==> src/rtl/core/far_pkg.sv <==
package far_pkg;

  // Operation codes
  localparam logic [2:0] OP_REDUCE = 3'd0;
  localparam logic [2:0] OP_ADD    = 3'd1;
  localparam logic [2:0] OP_SUB    = 3'd2;
  localparam logic [2:0] OP_MUL    = 3'd3;
  localparam logic [2:0] OP_DIV    = 3'd4;

  localparam int unsigned FUNC_BITS = 3;
  localparam int unsigned RES_NUM_BITS = 32;
  localparam int unsigned RES_DEN_BITS = 31;

endpackage

==> src/rtl/core/fraction_arithmetic_reduce.sv <==
// Flow: the front end's product and combine registers, the queue, then in the back
// end one restoring remainder division per Euclid step (one bit per cycle, after a
// launch), then the two final divisions and the output register.
// Error and zero-numerator requests skip the gcd and divisions in the back end.
// Throughput: one item in the back end at a time; a two-entry queue lets the
// front end take further requests meanwhile. Reset: rst synchronous, clears valids.
module fraction_arithmetic_reduce
  import far_pkg::*;
#(
  parameter int unsigned OPERAND_BITS = 16
) (
  input  logic                 clk,
  input  logic                 rst,
  input  logic                 in_valid,
  output logic                 in_ready,
  input  logic [FUNC_BITS-1:0] func,
  input  logic signed [OPERAND_BITS-1:0] first_num,
  input  logic [OPERAND_BITS-2:0] first_den,
  input  logic signed [OPERAND_BITS-1:0] second_num,
  input  logic [OPERAND_BITS-2:0] second_den,
  output logic                 out_valid,
  input  logic                 out_ready,
  output logic signed [RES_NUM_BITS-1:0] result_num,
  output logic [RES_DEN_BITS-1:0] result_den,
  output logic                 div_by_zero
);

  localparam int unsigned W  = 2 * OPERAND_BITS + 1;
  localparam int unsigned QB = 2 * W + 3;

  logic         f_valid, f_ready, f_neg, f_err, f_zero;
  logic [W-1:0] f_mag, f_den;
  logic         b_valid, b_ready;
  logic [QB-1:0] b_data;

  far_front #(.OPERAND_BITS(OPERAND_BITS), .WIDE_BITS(W)) u_front (
    .clk, .rst, .in_valid, .in_ready, .func, .first_num, .first_den,
    .second_num, .second_den,
    .q_valid(f_valid), .q_ready(f_ready), .q_neg(f_neg), .q_mag(f_mag),
    .q_den(f_den), .q_err(f_err), .q_zero(f_zero)
  );

  far_queue #(.DATA_BITS(QB)) u_queue (
    .clk, .rst,
    .wr_valid(f_valid), .wr_ready(f_ready),
    .wr_data({f_neg, f_err, f_zero, f_mag, f_den}),
    .rd_valid(b_valid), .rd_ready(b_ready), .rd_data(b_data)
  );

  far_back #(.W(W)) u_back (
    .clk, .rst,
    .q_valid(b_valid), .q_ready(b_ready),
    .q_neg(b_data[QB-1]), .q_err(b_data[QB-2]), .q_zero(b_data[QB-3]),
    .q_mag(b_data[2*W-1:W]), .q_den(b_data[W-1:0]),
    .out_valid, .out_ready, .result_num, .result_den, .div_by_zero
  );

endmodule

==> src/rtl/core/far_front.sv <==
// Front end: accept a request, form the products, classify errors
// and zero results, and push a sign-magnitude numerator with its denominator.
module far_front
  import far_pkg::*;
#(
  parameter int unsigned OPERAND_BITS = 16,
  parameter int unsigned WIDE_BITS = 2 * OPERAND_BITS + 1
) (
  input  logic                        clk,
  input  logic                        rst,
  input  logic                        in_valid,
  output logic                        in_ready,
  input  logic [FUNC_BITS-1:0]        func,
  input  logic signed [OPERAND_BITS-1:0] first_num,
  input  logic [OPERAND_BITS-2:0]     first_den,
  input  logic signed [OPERAND_BITS-1:0] second_num,
  input  logic [OPERAND_BITS-2:0]     second_den,
  output logic                        q_valid,
  input  logic                        q_ready,
  output logic                        q_neg,
  output logic [WIDE_BITS-1:0]        q_mag,
  output logic [WIDE_BITS-1:0]        q_den,
  output logic                        q_err,
  output logic                        q_zero
);

  localparam int unsigned OB = OPERAND_BITS;
  localparam int unsigned PB = 2 * OPERAND_BITS;

  // Stage 1 registers: products
  logic              s1_valid;
  logic [2:0]        s1_op;
  logic              s1_err;
  logic signed [PB-1:0] p_a, p_b, p_d;
  logic signed [OB:0]   n1x, n2x, d1x, d2x;
  logic signed [PB-1:0] n1w, n2w, d1w, d2w;
  logic              uses_second;
  logic [2:0]        op;

  assign op = (func > OP_DIV) ? OP_REDUCE : func;
  assign uses_second = (op != OP_REDUCE);
  assign n1x = {first_num[OB-1], first_num};
  assign n2x = {second_num[OB-1], second_num};
  assign d1x = {2'b00, first_den};
  assign d2x = {2'b00, second_den};

  // Widen operands so each product keeps its full width
  assign n1w = PB'(n1x);
  assign n2w = PB'(n2x);
  assign d1w = PB'(d1x);
  assign d2w = PB'(d2x);

  logic s1_take;
  logic q_take;
  assign q_take   = !q_valid || q_ready;
  assign s1_take  = !s1_valid || q_take;
  assign in_ready = s1_take;

  // Capture products
  always_ff @(posedge clk) begin
    if (rst) begin
      s1_valid <= 1'b0;
    end else if (s1_take) begin
      s1_valid <= in_valid;
    end
    if (s1_take && in_valid) begin
      s1_op  <= op;
      s1_err <= (first_den == '0) || (uses_second && second_den == '0) ||
                (op == OP_DIV && second_num == '0);
      unique case (op)
        OP_MUL: begin
          p_a <= n1w * n2w;
          p_b <= '0;
          p_d <= d1w * d2w;
        end
        OP_DIV: begin
          p_a <= n1w * d2w;
          p_b <= '0;
          p_d <= d1w * n2w;
        end
        OP_ADD, OP_SUB: begin
          p_a <= n1w * d2w;
          p_b <= n2w * d1w;
          p_d <= d1w * d2w;
        end
        default: begin
          p_a <= n1w;
          p_b <= '0;
          p_d <= d1w;
        end
      endcase
    end
  end

  // Stage 2: combine, fix sign, take magnitudes
  logic signed [WIDE_BITS-1:0] sum, dd, rn, rd;
  always_comb begin
    dd = WIDE_BITS'(p_d);
    if (s1_op == OP_SUB) begin
      sum = WIDE_BITS'(p_a) - WIDE_BITS'(p_b);
    end else begin
      sum = WIDE_BITS'(p_a) + WIDE_BITS'(p_b);
    end
    if (dd < 0) begin
      rd = -dd;
      rn = -sum;
    end else begin
      rd = dd;
      rn = sum;
    end
  end

  always_ff @(posedge clk) begin
    if (rst) begin
      q_valid <= 1'b0;
    end else if (q_take) begin
      q_valid <= s1_valid;
    end
    if (q_take && s1_valid) begin
      q_err  <= s1_err;
      q_zero <= (rn == '0);
      q_neg  <= rn[WIDE_BITS-1];
      q_mag  <= rn[WIDE_BITS-1] ? WIDE_BITS'(-rn) : WIDE_BITS'(rn);
      q_den  <= rd;
    end
  end

endmodule

==> src/rtl/core/far_queue.sv <==
// Two-entry queue between front and back.
module far_queue #(
  parameter int unsigned DATA_BITS = 8
) (
  input  logic                 clk,
  input  logic                 rst,
  input  logic                 wr_valid,
  output logic                 wr_ready,
  input  logic [DATA_BITS-1:0] wr_data,
  output logic                 rd_valid,
  input  logic                 rd_ready,
  output logic [DATA_BITS-1:0] rd_data
);

  logic [DATA_BITS-1:0] mem [2];
  logic       wp, rp;
  logic [1:0] cnt;
  logic       do_wr, do_rd;

  assign wr_ready = (cnt != 2'd2);
  assign rd_valid = (cnt != 2'd0);
  assign rd_data  = mem[rp];
  assign do_wr = wr_valid && wr_ready;
  assign do_rd = rd_valid && rd_ready;

  // Advance pointers and count
  always_ff @(posedge clk) begin
    if (rst) begin
      wp  <= 1'b0;
      rp  <= 1'b0;
      cnt <= 2'd0;
    end else begin
      if (do_wr) wp <= !wp;
      if (do_rd) rp <= !rp;
      cnt <= cnt + 2'(do_wr) - 2'(do_rd);
    end
    if (do_wr) mem[wp] <= wr_data;
  end

  a_cnt_range: assert property (@(posedge clk) disable iff (rst) cnt != 2'd3)
    else $error("queue count overflow");
  a_no_ovf: assert property (@(posedge clk) disable iff (rst)
    (cnt == 2'd2 && !do_rd) |=> cnt == 2'd2)
    else $error("queue lost entry");
  a_empty: assert property (@(posedge clk) disable iff (rst)
    (cnt == 2'd0 && !do_wr) |=> !rd_valid)
    else $error("queue invented entry");

endmodule

==> src/rtl/core/far_back.sv <==
// Back end: Euclid gcd by restoring remainder, then divide both terms by
// the gcd, one quotient bit per cycle through a shared subtractor.
module far_back
  import far_pkg::*;
#(
  parameter int unsigned W = 33
) (
  input  logic                 clk,
  input  logic                 rst,
  input  logic                 q_valid,
  output logic                 q_ready,
  input  logic                 q_neg,
  input  logic [W-1:0]         q_mag,
  input  logic [W-1:0]         q_den,
  input  logic                 q_err,
  input  logic                 q_zero,
  output logic                 out_valid,
  input  logic                 out_ready,
  output logic signed [RES_NUM_BITS-1:0] result_num,
  output logic [RES_DEN_BITS-1:0] result_den,
  output logic                 div_by_zero
);

  localparam int unsigned CB = $clog2(W + 1);

  typedef enum logic [4:0] {
    S_IDLE = 5'b00001,
    S_GCD  = 5'b00010,
    S_DIVN = 5'b00100,
    S_DIVD = 5'b01000,
    S_OUT  = 5'b10000
  } state_t;

  state_t state, state_next;

  logic [W-1:0]  un, ud, gx, gy;
  logic          neg;
  // Shared divider: dividend shifts into remainder, quotient collects bits
  logic [W-1:0]  dvd, dvs, quo, rem;
  logic [CB-1:0] cnt;
  logic [W:0]    trial;
  logic [W-1:0]  rem_sh;
  logic          div_busy;

  assign rem_sh = {rem[W-2:0], dvd[W-1]};
  assign trial  = {1'b0, rem_sh} - {1'b0, dvs};

  assign q_ready = (state == S_IDLE) && !out_valid;

  always_comb begin
    state_next = state;
    unique case (state)
      S_IDLE: if (q_valid && q_ready) begin
        state_next = (q_err || q_zero) ? S_OUT : S_GCD;
      end
      S_GCD:  if (!div_busy && gy == '0) state_next = S_DIVN;
      S_DIVN: if (!div_busy && cnt == CB'(W)) state_next = S_DIVD;
      S_DIVD: if (!div_busy && cnt == CB'(W)) state_next = S_OUT;
      S_OUT:  state_next = S_IDLE;
      default: state_next = S_IDLE;
    endcase
  end

  // Run gcd steps and divisions
  always_ff @(posedge clk) begin
    if (rst) begin
      state     <= S_IDLE;
      out_valid <= 1'b0;
      div_busy  <= 1'b0;
      cnt       <= '0;
    end else begin
      state <= state_next;
      if (out_valid && out_ready) out_valid <= 1'b0;
      unique case (state)
        S_IDLE: if (q_valid && q_ready) begin
          neg <= q_neg;
          un  <= q_mag;
          ud  <= q_den;
          gx  <= q_mag;
          gy  <= q_den;
          div_busy <= 1'b0;
          cnt <= '0;
          if (q_err || q_zero) begin
            result_num  <= '0;
            result_den  <= RES_DEN_BITS'(1);
            div_by_zero <= q_err;
          end
        end
        S_GCD: begin
          if (!div_busy) begin
            if (gy != '0) begin
              dvd <= gx; dvs <= gy; rem <= '0; quo <= '0;
              cnt <= '0; div_busy <= 1'b1;
            end else begin
              dvd <= un; dvs <= gx; rem <= '0; quo <= '0;
              cnt <= '0; div_busy <= 1'b1;
            end
          end else begin
            dvd <= {dvd[W-2:0], 1'b0};
            rem <= trial[W] ? rem_sh : trial[W-1:0];
            cnt <= cnt + 1'b1;
            if (cnt == CB'(W - 1)) begin
              div_busy <= 1'b0;
              gx <= gy;
              gy <= trial[W] ? rem_sh : trial[W-1:0];
            end
          end
        end
        S_DIVN, S_DIVD: begin
          if (div_busy) begin
            dvd <= {dvd[W-2:0], 1'b0};
            rem <= trial[W] ? rem_sh : trial[W-1:0];
            quo <= {quo[W-2:0], !trial[W]};
            cnt <= cnt + 1'b1;
            if (cnt == CB'(W - 1)) div_busy <= 1'b0;
          end else if (cnt == CB'(W)) begin
            if (state == S_DIVN) begin
              result_num <= neg ? RES_NUM_BITS'(-quo) : RES_NUM_BITS'(quo);
              dvd <= ud; rem <= '0; quo <= '0; cnt <= '0; div_busy <= 1'b1;
            end else begin
              result_den  <= RES_DEN_BITS'(quo);
              div_by_zero <= 1'b0;
            end
          end
        end
        S_OUT: out_valid <= 1'b1;
        default: ;
      endcase
    end
  end

  a_ready_idle: assert property (@(posedge clk) disable iff (rst)
    q_ready |-> state == S_IDLE)
    else $error("accepted while busy");
  a_err_zero: assert property (@(posedge clk) disable iff (rst)
    (out_valid && div_by_zero) |-> (result_num == '0 && result_den == 1))
    else $error("error result not 0/1");
  a_den_pos: assert property (@(posedge clk) disable iff (rst)
    out_valid |-> result_den != '0)
    else $error("zero denominator out");

endmodule

==> config.mk <==
export PLATFORM = sky130hd
export DESIGN_NAME = fraction_arithmetic_reduce
export DESIGN_NICKNAME = d
export VERILOG_FILES = /design/src/rtl/core/far_pkg.sv /design/src/rtl/core/fraction_arithmetic_reduce.sv /design/src/rtl/core/far_front.sv /design/src/rtl/core/far_queue.sv /design/src/rtl/core/far_back.sv
export SDC_FILE = /design/constraint.sdc
export NUM_CORES = 2
export LEC_CHECK = 0
export ABC_CLOCK_PERIOD_IN_PS = 9400
export BUFFER_PORTS_ARGS = -buffer_cell sky130_fd_sc_hd__buf_2
export CAP_MARGIN = 20
export CORE_ASPECT_RATIO = 0.6
export CORE_MARGIN = 5
export CORE_UTILIZATION = 45
export DETAILED_ROUTE_END_ITERATION = 12
export PLACE_DENSITY_LB_ADDON = 0.15
export RECOVER_POWER = 100
export SYNTH_ARGS = -nofsm -noshare
export SYNTH_HDL_FRONTEND = slang
export SYNTH_SLANG_ARGS = --single-unit
export TNS_END_PERCENT = 20
==> constraint.sdc <==
create_clock -name clk -period 9.4 [get_ports clk]
set_input_delay 1.88 -clock clk [delete_from_list [all_inputs] [get_ports clk]]
set_output_delay 1.88 -clock clk [all_outputs]
set_load 0.005 [all_outputs]
Word level (Yosys, flattened, before mapping):

Memories as Yosys holds them, arrays and structs flattened. A register that Yosys moved wholly into a read port is not among the register bits.
Cells that the tools add are included.

* add/sub/neg operators: 10
* multipliers: 4
* $lt $le $gt $ge: 2
* eq/ne operators: 27
* muxes and demuxes: 75
* bitwise operators: 2
* reduce and logical (&&, ||, !) cells: 49

Operators by type and width (count)
* $mux W33: 16
* $mux W32: 13
* $pmux W32 S2: 5
* $pmux W33 S2: 3
* $mux W31: 5
* $mul A16 B16 Y32: 3
* $logic_not A33 Y1: 2
* $neg A33 Y33: 2
* $pmux W31 S2: 1
* $sub A33 B33 Y34: 1
* $add A32 B32 Y33: 1
* $neg A32 Y33: 1
* $reduce_bool A33 Y1: 1
* $sub A32 B32 Y33: 1
* $lt A32 B1 Y1 const B: 1
* $neg A32 Y32: 1
* $logic_not A15 Y1: 2
* $mul A15 B15 Y30: 1
* $mux W6: 5
* $mux W5: 5
* $pmux W5 S4: 1
* $pmux W6 S3: 1
* $mux W1: 17
* $logic_not A16 Y1: 1
* other kinds (32): 79

* register bits: 515
* bits in writable memories: 138
* bits of input ports: 69
* output and inout port bits: 66
* memories: 1

Memory list
* u_queue.mem: words 2, bits a word 69, rd ports 1, clocked after Yosys merged registers in 1, wr ports 1, line far_queue.sv:15 `logic [DATA_BITS-1:0] mem [2];`

Depth between registers and ports, before layout:

* word-level depth: 6
* depth in mapped cells: 29

Hierarchy:

From an unflattened synthesis, not the netlist that was laid out.

* cells, all modules: 6845
* area, all modules: 68997.4 um2

Modules (own cells, without submodules)
* far_front: instances 1, cells an instance 5174, area each 47484.3 um2, seq. area each 5114.9 um2
* far_back: instances 1, cells an instance 1427, area each 16255.6 um2, seq. area each 10079.7 um2
* far_queue: instances 1, cells an instance 244, area each 5257.5 um2, seq. area each 4244.1 um2

Worst setup path before layout:

OpenSTA, ideal clock, no wires.

* path kind: input-to-reg
* start point: input rst
* end point: register u_back.quo[0], enable pin
* setup time: 470 ps
* arrival: 9172 ps
* data required time: 8930 ps
* setup slack: -242 ps
* stages: 3
* buffers on the path: 1
* cells stage by stage: clkbuf_1 > nor3_1 > a21boi_0

* longest elaborated chain between the ends: 2

Ends and longest elaborated chain
* start: declaration: line fraction_arithmetic_reduce.sv:13 `input logic rst,`
* $not A1 Y1 (no source line)
* $reduce_and A5 Y1 (no source line)
* end signal: assignment: line far_back.sv:113 `quo <= {quo[W-2:0], !trial[W]};`
* end: declaration: line far_back.sv:39 `logic [W-1:0] dvd, dvs, quo, rem;`

No other way between the ends.
A chain may end at the register's enable or synchronous reset.

Worst setup path in the final report:

* start point: input second_num[9]
* end point: register u_front.p_a[31] (data pin)

* longest elaborated chain between the ends: 2

Ends and longest elaborated chain
* start: declaration: line fraction_arithmetic_reduce.sv:19 `input logic signed [OPERAND_BITS-1:0] second_num,`
* $mul A16 B16 Y32: line far_front.sv:72 `p_a <= n1w * n2w;`
* $pmux W32 S2: line far_front.sv:70 `unique case (op)`
* end signal: assignment: line far_front.sv:72
* end signal: assignment: line far_front.sv:77 `p_a <= n1w * d2w;`
* end signal: assignment: line far_front.sv:82 `p_a <= n1w * d2w;`
* end: declaration: line far_front.sv:34 `logic signed [PB-1:0] p_a, p_b, p_d;`

No other way between the ends.

==> impl_metrics.ini <==
[floorplanning]
fp.dieW_um = 509
die_h_um = 310
io-pin-count = 135
initial_core_util_pct = 45.5
placement_rows = 109
coreArea_um2 = 148000
die-area_um2 = 158000

[layout]
layout_commonest_cell = inv_1
regArea_um2 = 19400
area_growth_pct = 7.37
multi_input_area_um2 = 42700
layout-drive-gt1-share_pct = 5.65
n_fill_cell = 13600
final_cell_mix = inv_1, fa_1, nand2_1
layout.nets = 8004

[setup_path]
reg2reg_depth = 20
r2r_start = u_front.s1_op[0]$_DFFE_PP_
rr_endpoint = u_front.q_mag[29]$_DFFE_PP_
crit_type = in -> reg
crit_arrival_ns = 9.06
cp-end-kind = flip-flop
critical_path.max_fanout = 24
crit_required_ns = 9.76
regToRegSetupSlack_ns = 1.24
crit_path_start_kind = primary input

[route]
vias = 47000
drt_iter0_drc = 4285
drcViolationCount = 0
wl_um = 185000
via_per_inst = 5.42
wl_per_cell_um = 21.3
ant_nets = 0
firstDrtPassIters = 6

[global_routing]
grt_max_degree = 67
antenna_found_initial = 14
grt_pass1_vias = 47900
grt_pass1_wl_um = 291000
grt_usage_pct = 23.9
overflow = 0

[synthesis]
synth_cell_types = 98
synth-main-ff-cell = edfxtp_1
synth_nets = 7981
ys_warn_count = 0
syn_area_per_cell_um2 = 10.2
synthArstFlopShare_pct = 0
netlist_instances = 6600
synth-edff-count = 634
netlist_area_um2 = 67300
ys_seq_elements = 654
seq_area_frac_synth_pct = 28.9

[sta]
skew_ns = 0.0356
setup_viol = 0
min_period_over_period_pct = 92.5
rsz0062_at_grt = no
max_freq_mhz = 115
hold_viol_final = 0
slew_viol_final = 1031
totalNegativeSetupSlack_ns = 0
worst_pin_slew_ns = 3.98
fin_crit_ns = 8.70
slew_headroom_pct = -165

[place]
place_congestion = 0.875
io_buffers = 134
dp_hpwl_um = 146000

[cts]
cts.clk_slew.worst_paths_ns = 0.07
cts_tree = yes
cts.repair.resized = 0
cts_max_path_buffers = 3
postCtsSetupBuffers = 0
hold_buffers = 0
clockRootBuffer = clkbuf_16
clkLatencyLatePin_ns = 0.67
clock-sinks = 654
cts_max_level = 2
cts_made_buffers = 60

[worst_hold_path]
hp-start = u_front.q_mag[4]$_DFFE_PP_
hold_class = reg -> reg
hold_path_depth = 0
hold_end = u_queue.mem[1][37]$_DFFE_PP_

[run]
drv_cap = 23

[outcome]
violations = capacitance limit, slew limit
status = finished with violations
## cell type report
cell class                 count  share of cell area, %
clock inverter                41                  0.625
inverter                    1050                   5.46
timing repair buffer         273                   2.16
tap                         1998                   3.46
antenna                        9                 0.0312
clock buffer                  72                   2.22
multi-input combinational   4584                   59.1
sequential                   654                   26.9
## cell usage after synthesis (21+ instances only)
library cell	count	area, um^2
o21a_1	27	203
nand4_1	25	156
o21ai_0	159	796
o211ai_1	21	158
nand2b_1	57	357
mux2_2	108	1220
nand3_1	52	260
o21bai_1	25	188
and3_1	51	319
nor4_1	30	188
inv_1	1047	3930
a31oi_1	29	181
mux2i_1	88	881
nand2_1	659	2470
clkbuf_1	295	1110
o31ai_1	41	308
and2_1	517	3230
ha_1	455	5690
xnor2_1	181	1590
a21oi_1	226	1130
xor2_1	141	1230
or3_1	29	181
a211oi_1	22	165
nor3_1	55	275
nor2_1	342	1280
fa_1	857	17200
nor2b_1	32	200
a21o_1	127	953
edfxtp_1	634	19000
## worst max-delay path by stage
stage	start	end	slack, ns
floorplan	first_num[10]	u_front.p_a[29]$_DFFE_PP_	1.10
global placement	second_num[9]	u_front.p_a[31]$_DFFE_PP_	0.39
detailed placement	second_num[9]	u_front.p_a[31]$_DFFE_PP_	0.37
CTS	first_num[7]	u_front.p_a[31]$_DFFE_PP_	1.02
global route	first_num[0]	u_front.p_a[31]$_DFFE_PP_	0.37
finish	second_num[9]	u_front.p_a[31]$_DFFE_PP_	0.70
## through the flow
stage	cell area (um^2)	std cells	util, %	hold WS [ns]	setup slack (ns)
final	72300	8681	48.8	0.441	0.703
after detailed placement	70400	8558	47.6	0.408	0.370
after CTS	72500	8671	49.0	0.443	1.02
after global placement	70400	8557	47.6	0.406	0.391
after floorplan	67300	6600	-	0.400	1.10
after global routing	72300	8678	48.8	0.449	0.367
## kinds of logic after synthesis
| group | after synthesis | synth area share (%) |
|---|---|---|
| and+or+nand+nor | 1927 | 14.2 |
| buffers and inverters | 1362 | 7.63 |
| adders and majority gates | 1312 | 33.9 |
| AOI/OAI and AO/OA | 825 | 7.98 |
| DFF | 654 | 28.9 |
| xor gates and xnor gates | 323 | 4.21 |
| muxes | 196 | 3.12 |
| other | 1 | 0.00557 |
## worst max-delay path, stage by stage
cell and delay, ns:
clkbuf_2 0.61, nand2_1 0.31, fa_1 0.59, inv_1 0.06, fa_1 0.49, inv_1 0.05
fa_1 0.53, inv_1 0.05, fa_1 0.46, fa_1 0.49, inv_1 0.05, fa_1 0.48
inv_1 0.05, ha_1 0.35, a21o_1 0.19, a21o_1 0.17, a21oi_1 0.35, o21ai_0 0.14
a31oi_1 0.34, o31ai_1 0.16, buf_4 0.18, a21o_1 0.21, o31ai_1 0.39, mux2i_1 0.14
a21oi_1 0.17, o311ai_0 0.16
## state kept, by name, indices dropped and copies added (netlist names), 2 cells and up, named ones only
signal,flops
u_queue.mem,138
u_back.cnt,6
u_back.rem,32
u_back.dvs,33
u_front.q_mag,33
u_back.state,5
u_back.result_den,31
u_front.s1_op,3
u_back.quo,32
u_front.q_den,33
u_front.p_d,32
u_back.un,33
u_queue.cnt,2
u_back.dvd,33
u_front.p_a,32
u_back.gx,33
u_back.result_num,32
u_back.ud,33
u_front.p_b,32
u_back.gy,33
## per-layer routing
| metal | vias to the layer above | track usage (%) | share of wire (%) |
|---|---|---|---|
| met5 | - | 0 | 0 |
| met4 | 0 | 4.07 | 1.7 |
| met3 | 167 | 6.60 | 10 |
| li1 | 21500 | - | - |
| met2 | 1684 | 31.9 | 39 |
| met1 | 23700 | 38.7 | 50 |
Power is not shown: default switching activity piles up to over one toggle a cycle in this logic, so the estimate is an artifact.
